<file path="src/design/cfd_pkg.sv">
// ----------------------------------------------------------------------------
// cfd_pkg
// Shared types and constants of the command frame deframer.
// ----------------------------------------------------------------------------
package cfd_pkg;

   typedef enum logic [2:0] {
      PH_CMD  = 3'd0,
      PH_OPA  = 3'd1,
      PH_OPB  = 3'd2,
      PH_LEN  = 3'd3,
      PH_DATA = 3'd4
   } cfd_phase_type;

   localparam logic [7:0] CMD_PLAIN_LO = 8'h00;
   localparam logic [7:0] CMD_OPER_LO  = 8'h40;
   localparam logic [7:0] CMD_TOP_LO   = 8'hC0;
   localparam logic [7:0] CMD_DATA_LO  = 8'h80;
   localparam logic [7:0] CMD_DATA_HI  = 8'h82;
   localparam logic [7:0] CMD_TOP_HI   = 8'hC5;
   localparam logic [7:0] CMD_OPER_HI  = 8'h42;
   localparam logic [7:0] CMD_PLAIN_HI = 8'h03;
   localparam logic [7:0] LEN_FOUR     = 8'h03;

   localparam int FLAG_OPERANDS = 6;
   localparam int FLAG_DATA     = 7;

   typedef struct packed {
      logic [7:0] command_code;
      logic [7:0] operand_a;
      logic [7:0] operand_b;
      logic       has_payload;
      logic [7:0] payload_byte;
      logic [7:0] payload_index;
      logic       frame_end;
      logic       code_known;
      logic       length_fits;
   } cfd_result_type;

endpackage

</file>
<file path="src/design/command_frame_deframer.sv">
// ----------------------------------------------------------------------------
// command_frame_deframer
// Splits a received byte stream into command frames and reports each data
// word with its frame header, index, last mark and code checks.
// ----------------------------------------------------------------------------
// One word is accepted per clock cycle when the result side keeps up. A word
// is held in the input register, and its result is formed from there and
// loaded into the result register, from which the receiver takes it. The
// throughput is set by the frame state update, which handles one word per
// cycle between the two registers. Header words that do not close a
// data-free frame give no result.
module command_frame_deframer (
   input  logic       clock,
   input  logic       reset,
   input  logic       req_valid,
   output logic       req_stall,
   input  logic [7:0] req_rx_byte,
   output logic       rsp_valid,
   input  logic       rsp_stall,
   output logic [7:0] rsp_command_code,
   output logic [7:0] rsp_operand_a,
   output logic [7:0] rsp_operand_b,
   output logic       rsp_has_payload,
   output logic [7:0] rsp_payload_byte,
   output logic [7:0] rsp_payload_index,
   output logic       rsp_frame_end,
   output logic       rsp_code_known,
   output logic       rsp_length_fits
);
   import cfd_pkg::*;

   logic           held_valid;
   logic [7:0]     held_byte;
   logic           out_free;
   logic           take;
   logic           emit;
   cfd_result_type result;
   cfd_result_type rsp_result;

   assign take = held_valid && out_free;

   cfd_in_reg u_in_reg (
      .clock      (clock),
      .reset      (reset),
      .req_valid  (req_valid),
      .req_stall  (req_stall),
      .req_rx_byte(req_rx_byte),
      .take       (take),
      .held_valid (held_valid),
      .held_byte  (held_byte)
   );

   cfd_parser u_parser (
      .clock  (clock),
      .reset  (reset),
      .step   (take),
      .rx_byte(held_byte),
      .emit   (emit),
      .result (result)
   );

   cfd_out_reg u_out_reg (
      .clock     (clock),
      .reset     (reset),
      .load      (emit),
      .result    (result),
      .free      (out_free),
      .rsp_valid (rsp_valid),
      .rsp_stall (rsp_stall),
      .rsp_result(rsp_result)
   );

   assign rsp_command_code  = rsp_result.command_code;
   assign rsp_operand_a     = rsp_result.operand_a;
   assign rsp_operand_b     = rsp_result.operand_b;
   assign rsp_has_payload   = rsp_result.has_payload;
   assign rsp_payload_byte  = rsp_result.payload_byte;
   assign rsp_payload_index = rsp_result.payload_index;
   assign rsp_frame_end     = rsp_result.frame_end;
   assign rsp_code_known    = rsp_result.code_known;
   assign rsp_length_fits   = rsp_result.length_fits;

endmodule

</file>
<file path="src/design/cfd_in_reg.sv">
// ----------------------------------------------------------------------------
// cfd_in_reg
// Input register: holds one received word until the parser takes it.
// ----------------------------------------------------------------------------
module cfd_in_reg (
   input  logic       clock,
   input  logic       reset,
   input  logic       req_valid,
   output logic       req_stall,
   input  logic [7:0] req_rx_byte,
   input  logic       take,
   output logic       held_valid,
   output logic [7:0] held_byte
);
   import cfd_pkg::*;

   logic       valid_ff, valid_in;
   logic [7:0] byte_ff, byte_in;
   logic       accept;

   assign req_stall = valid_ff && !take;
   assign accept    = req_valid && !req_stall;

   always_comb begin
      valid_in = valid_ff;
      byte_in  = byte_ff;
      if (accept) begin
         valid_in = 1'b1;
         byte_in  = req_rx_byte;
      end else if (take) begin
         valid_in = 1'b0;
      end
   end

   always_ff @(posedge clock) begin
      if (reset) begin
         valid_ff <= 1'b0;
      end else begin
         valid_ff <= valid_in;
      end
      byte_ff <= byte_in;
   end

   assign held_valid = valid_ff;
   assign held_byte  = byte_ff;

endmodule

</file>
<file path="src/design/cfd_parser.sv">
// ----------------------------------------------------------------------------
// cfd_parser
// Frame state machine: one word per step, at most one result per word.
// ----------------------------------------------------------------------------
module cfd_parser (
   input  logic                    clock,
   input  logic                    reset,
   input  logic                    step,
   input  logic [7:0]              rx_byte,
   output logic                    emit,
   output cfd_pkg::cfd_result_type result
);
   import cfd_pkg::*;

   cfd_phase_type phase_ff, phase_in;
   logic [7:0] cmd_ff, cmd_in;
   logic [7:0] opa_ff, opa_in;
   logic [7:0] opb_ff, opb_in;
   logic [7:0] len_ff, len_in;
   logic [7:0] count_ff, count_in;
   logic       emit_raw;
   logic       data_word;
   logic       last_word;

   always_comb begin
      phase_in  = phase_ff;
      cmd_in    = cmd_ff;
      opa_in    = opa_ff;
      opb_in    = opb_ff;
      len_in    = len_ff;
      count_in  = count_ff;
      emit_raw  = 1'b0;
      data_word = 1'b0;
      last_word = 1'b0;
      case (phase_ff)
         PH_OPA: begin
            opa_in   = rx_byte;
            phase_in = PH_OPB;
         end
         PH_OPB: begin
            opb_in = rx_byte;
            if (cmd_ff[FLAG_DATA]) begin
               phase_in = PH_LEN;
            end else begin
               phase_in  = PH_CMD;
               emit_raw  = 1'b1;
               last_word = 1'b1;
            end
         end
         PH_LEN: begin
            len_in   = rx_byte;
            count_in = 8'd0;
            phase_in = PH_DATA;
         end
         PH_DATA: begin
            emit_raw  = 1'b1;
            data_word = 1'b1;
            last_word = (count_ff == len_ff);
            if (last_word) begin
               phase_in = PH_CMD;
            end else begin
               count_in = count_ff + 8'd1;
            end
         end
         default: begin
            cmd_in   = rx_byte;
            opa_in   = 8'd0;
            opb_in   = 8'd0;
            len_in   = 8'd0;
            count_in = 8'd0;
            if (rx_byte[FLAG_OPERANDS]) begin
               phase_in = PH_OPA;
            end else if (rx_byte[FLAG_DATA]) begin
               phase_in = PH_LEN;
            end else begin
               phase_in  = PH_CMD;
               emit_raw  = 1'b1;
               last_word = 1'b1;
            end
         end
      endcase
   end

   always_comb begin
      emit                 = step && emit_raw;
      result.command_code  = cmd_in;
      result.operand_a     = opa_in;
      result.operand_b     = opb_in;
      result.has_payload   = data_word;
      result.payload_byte  = data_word ? rx_byte : 8'd0;
      result.payload_index = data_word ? count_ff : 8'd0;
      result.frame_end     = last_word;
      result.code_known    = cmd_in inside {[CMD_PLAIN_LO : CMD_PLAIN_HI],
                                            [CMD_OPER_LO : CMD_OPER_HI],
                                            [CMD_DATA_LO : CMD_DATA_HI],
                                            [CMD_TOP_LO : CMD_TOP_HI]};
      result.length_fits   = (cmd_in inside {[CMD_DATA_LO : CMD_DATA_HI]}) ?
                             (len_in == LEN_FOUR) : 1'b1;
   end

   always_ff @(posedge clock) begin
      if (reset) begin
         phase_ff <= PH_CMD;
         cmd_ff   <= 8'd0;
         opa_ff   <= 8'd0;
         opb_ff   <= 8'd0;
         len_ff   <= 8'd0;
         count_ff <= 8'd0;
      end else if (step) begin
         phase_ff <= phase_in;
         cmd_ff   <= cmd_in;
         opa_ff   <= opa_in;
         opb_ff   <= opb_in;
         len_ff   <= len_in;
         count_ff <= count_in;
      end
   end

   a_index_in_range: assert property (@(posedge clock) disable iff (reset)
      emit && result.has_payload |-> result.payload_index <= len_ff)
      else $error("Data index runs past the announced length.");

   a_header_result_ends: assert property (@(posedge clock) disable iff (reset)
      emit && !result.has_payload |-> result.frame_end)
      else $error("A data-free result does not close its frame.");

   a_last_data_returns: assert property (@(posedge clock) disable iff (reset)
      step && phase_ff == PH_DATA && count_ff == len_ff |=> phase_ff == PH_CMD)
      else $error("Last data word did not return to command phase.");

endmodule

</file>
<file path="src/design/cfd_out_reg.sv">
// ----------------------------------------------------------------------------
// cfd_out_reg
// Result register: holds one result until the receiver takes it.
// ----------------------------------------------------------------------------
module cfd_out_reg (
   input  logic                    clock,
   input  logic                    reset,
   input  logic                    load,
   input  cfd_pkg::cfd_result_type result,
   output logic                    free,
   output logic                    rsp_valid,
   input  logic                    rsp_stall,
   output cfd_pkg::cfd_result_type rsp_result
);
   import cfd_pkg::*;

   logic           valid_ff, valid_in;
   cfd_result_type data_ff, data_in;

   assign free = !valid_ff || !rsp_stall;

   always_comb begin
      valid_in = valid_ff && rsp_stall;
      data_in  = data_ff;
      if (load) begin
         valid_in = 1'b1;
         data_in  = result;
      end
   end

   always_ff @(posedge clock) begin
      if (reset) begin
         valid_ff <= 1'b0;
      end else begin
         valid_ff <= valid_in;
      end
      data_ff <= data_in;
   end

   assign rsp_valid  = valid_ff;
   assign rsp_result = data_ff;

endmodule
</file>
<file path="config.mk">
export PLATFORM = sky130hd
export DESIGN_NAME = command_frame_deframer
export DESIGN_NICKNAME = d
export VERILOG_FILES = /design/src/design/cfd_pkg.sv /design/src/design/command_frame_deframer.sv /design/src/design/cfd_in_reg.sv /design/src/design/cfd_parser.sv /design/src/design/cfd_out_reg.sv
export SDC_FILE = /design/constraint.sdc
export NUM_CORES = 1
export LEC_CHECK = 0
export BUFFER_PORTS_ARGS = -buffer_cell sky130_fd_sc_hd__buf_2
export CELL_PAD_IN_SITES_DETAIL_PLACEMENT = 2
export CELL_PAD_IN_SITES_GLOBAL_PLACEMENT = 2
export CORE_UTILIZATION = 42
export CTS_BUF_LIST = sky130_fd_sc_hd__clkbuf_8
export CTS_CLUSTER_DIAMETER = 50
export CTS_CLUSTER_SIZE = 24
export DETAILED_ROUTE_END_ITERATION = 10
export PLACE_DENSITY = 0.93
export SETUP_SLACK_MARGIN = 0.5
export SYNTH_ARGS = -nofsm -noshare
export SYNTH_HDL_FRONTEND = slang
export SYNTH_HIERARCHICAL = 1
export SYNTH_SLANG_ARGS = --single-unit
</file>
<file path="constraint.sdc">
create_clock -name clock -period 7.8 [get_ports clock]
set_clock_uncertainty 0.15 [all_clocks]
set_input_delay 1.17 -clock clock [delete_from_list [all_inputs] [get_ports clock]]
set_output_delay 1.17 -clock clock [all_outputs]
set_load 0.05 [all_outputs]
</file>
==> reports/metrics.csv <==
metric,value,unit
status,finished clean,
grt_pass1_wl,21160,um
vias,3295,
die_w,104.3,um
fin_nets,444,
wl_met2,7060,um
htree_levels,3,
worstSkewPairLatency,0.36,ns
hold_viol,0,
final_common_cell,buf_2,
fmax,283.1,MHz
placed_area,0.004718,sq mm
place_congestion,0.7805,
clock_tree.root_cell,clkbuf_8,
cts_hold_buf,0,
synthToLayoutAreaGrowth,11.21,%
synthFlopType,edfxtp_1,
timing.final.crit_share,45.29,%
setup_violations,0,
grt_overflow,0,
fin_area,0.004891,sq mm
routed.top_layer,met4,
start_util,44.18,%
die_area,0.01088,sq mm
fin_util,49.13,%
end_kind,output pin,
synth.mux.area_fraction,5.519,%
synth-xor-area-share,2.390,%
slew-limit-headroom,40.87,%
clk_pin_slew,0.09,ns
synth-seq-cells,97,
cp_slowest_stage_delay,0.29,ns
ant_nets,0,
maxSlewViolCount,0,
synth_top_family_by_area,simple AND/OR/NAND/NOR gates,
track_usage,25.42,%
cp.arrival,2.21,ns
synth_compound_area_share,14.48,%
p_leak,1.927,nW
tightest_slew,0.8857,ns
fill_cells,1020,
seq_area_frac_synth,55.99,%
max_cap_violations,0,
rows,36,
drive_gt1_share,22.71,%
cts_buffers,9,
synth.distinct_cells,59,
period_needed,3.532,ns
synth_edf_count,52,
rsz0062_at_grt,false,
avgSynthCellArea,11.28,sq um
drc,0,
ys_async_sr_fraction,0,%
antenna_found_initial,0,
die_h,104.3,um
start_kind,primary input,
met3_length,376,um
vias_per_cell,5.791,
ios,58,
worstPathRequired,6.48,ns
fin_tns_setup,0,ns
critical_path_class,in2out,
io_buffer_count,57,
syn_area,0.004398,sq mm
core_area,0.009955,sq mm
grt_pass1_vias,3592,
drt-pass1-iter-count,4,
cts_setup_buffers,0,
wirelength,13310,um
cts_buffer_depth,2,
num_antenna_cells,0,
cts_tree,built,
syn_nets,403,
crit_path_max_fanout,29,
crit_top_cell,buf_2,
synth_fa_ha_area_share,0.2845,%
cp_slowest_cell,buf_2,
final_cell_mix,"buf_2 (57), edfxtp_1 (52), dfxtp_1 (45)",
clkSinkCount,97,
drt-met1-wl,5676,um
synthCells,390,
ys.warnings.count,6,
p_per_area,210.3,mW/mm^2
drtIter0Drc,171,
min_path_type,reg2reg,
ir_drop,0.07816,mV
crit_chain,buf_2 > nand2_1 > and2_1 > buf_4 > nor2b_4 > buf_2,
dp_hpwl,9073,um
grt_max_degree,44,
avgRoutedWirePerCell,23.40,um
yosys.area_share.simple,16.42,%
cts.repair.resized,0,
==> flip-flops by register name, indices dropped and copies added (netlist names), 3 cells and up <==
name / flops
u_parser/opa_ff: 8
u_parser/opb_ff: 8
u_parser/len_ff: 8
u_parser/phase_ff: 3
u_parser/cmd_ff: 8
u_in_reg/held_byte: 8
u_out_reg/rsp_result: 44
u_parser/count_ff: 8
==> cells by family (layout without fill, tap and decap cells) <==
kind of cell / after synthesis / count (layout)
mux: 23 / 23
xor+xnor: 12 / 12
compound gates: 87 / 87
flops: 97 / 97
fa+ha+maj: 1 / 1
simple gates: 127 / 127
buf+inv: 43 / 89
==> metrics by stage <==
stage          total power, mW  std cells  worst slack (ns)  hold WS [ns]
6_report                 1.029        569             4.268        0.3695
3_3_place_gp            0.7244        553             4.217        0.3224
4_1_cts                  1.033        569             4.248        0.3617
2_1_floorplan           0.6984        390             3.405        0.3108
5_1_grt                  1.060        569             4.181        0.4123
3_5_place_dp            0.7376        553             4.035        0.3489
==> critical path, delay by kind of cell <==
kind / cells / cell delay, ns
buf+inv: 3 / 0.64
simple gates: 3 / 0.40
==> path summary, 6_finish.rpt <==
kind	startpoint	end	slack (ns)	cells after the start
min	u_parser/opa_ff[7]$_SDFFE_PP0P_	u_parser/opa_ff[7]$_SDFFE_PP0P_	0.37	2
min reg2reg	u_parser/opa_ff[7]$_SDFFE_PP0P_	u_parser/opa_ff[7]$_SDFFE_PP0P_	0.37	2
max reg2reg	u_parser/phase_ff[1]$_SDFFE_PP0P_	u_out_reg/rsp_result[41]$_DFFE_PP_	4.72	6
max	rsp_stall	req_stall	4.27	6
==> metal layers <==
metal | global-route usage [%] | vias up
li1 | - | 1501
met1 | 31.57 | 1701
met2 | 45.22 | 77
met3 | 3.008 | 16
met4 | 8.980 | 0
met5 | 0 | -
==> final cells by class <==
type	instances	area (sq um)	area share, %
flip-flops and latches	97	2462	50.35
repair buffers	61	315.3	6.447
clock buffers	10	137.6	2.814
clock inverters	6	35.03	0.7163
multi-input cells	250	1727	35.30
well taps	133	166.4	3.402
inverters	12	47.55	0.9721
==> cell usage after synthesis, drive strengths merged, types with 4 or more instances <==
| cell type | number | share of area, % |
|---|---|---|
| edfxtp | 52 | 36 |
| nor2 | 47 | 4.6 |
| dfxtp | 45 | 20 |
| a21oi | 26 | 3.0 |
| clkbuf | 17 | 1.5 |
| nor3 | 17 | 2.2 |
| mux2i | 16 | 3.6 |
| a22o | 15 | 3.0 |
| buf | 14 | 2.4 |
| nand2 | 14 | 1.6 |
| inv | 12 | 1.1 |
| and2 | 11 | 1.6 |
| xor2 | 10 | 2.0 |
| nand2b | 8 | 1.2 |
| a221oi | 7 | 1.4 |
| a22oi | 7 | 1.2 |
| mux2 | 7 | 1.9 |
| o21ai | 7 | 0.80 |
| and3 | 6 | 0.85 |
| a211o | 5 | 1.0 |
| nand3 | 5 | 0.57 |
| nand3b | 4 | 0.68 |
==> report_power, final <==
part           leakage [nW]  switching (mW)  total, mW  internal, mW
registers             0.860          0.0267      0.586         0.559
clock network        0.0990           0.177      0.300         0.123
logic                 0.968          0.0981      0.143        0.0446
total                  1.93           0.301       1.03         0.727
Power figures use the tool's default switching activity.
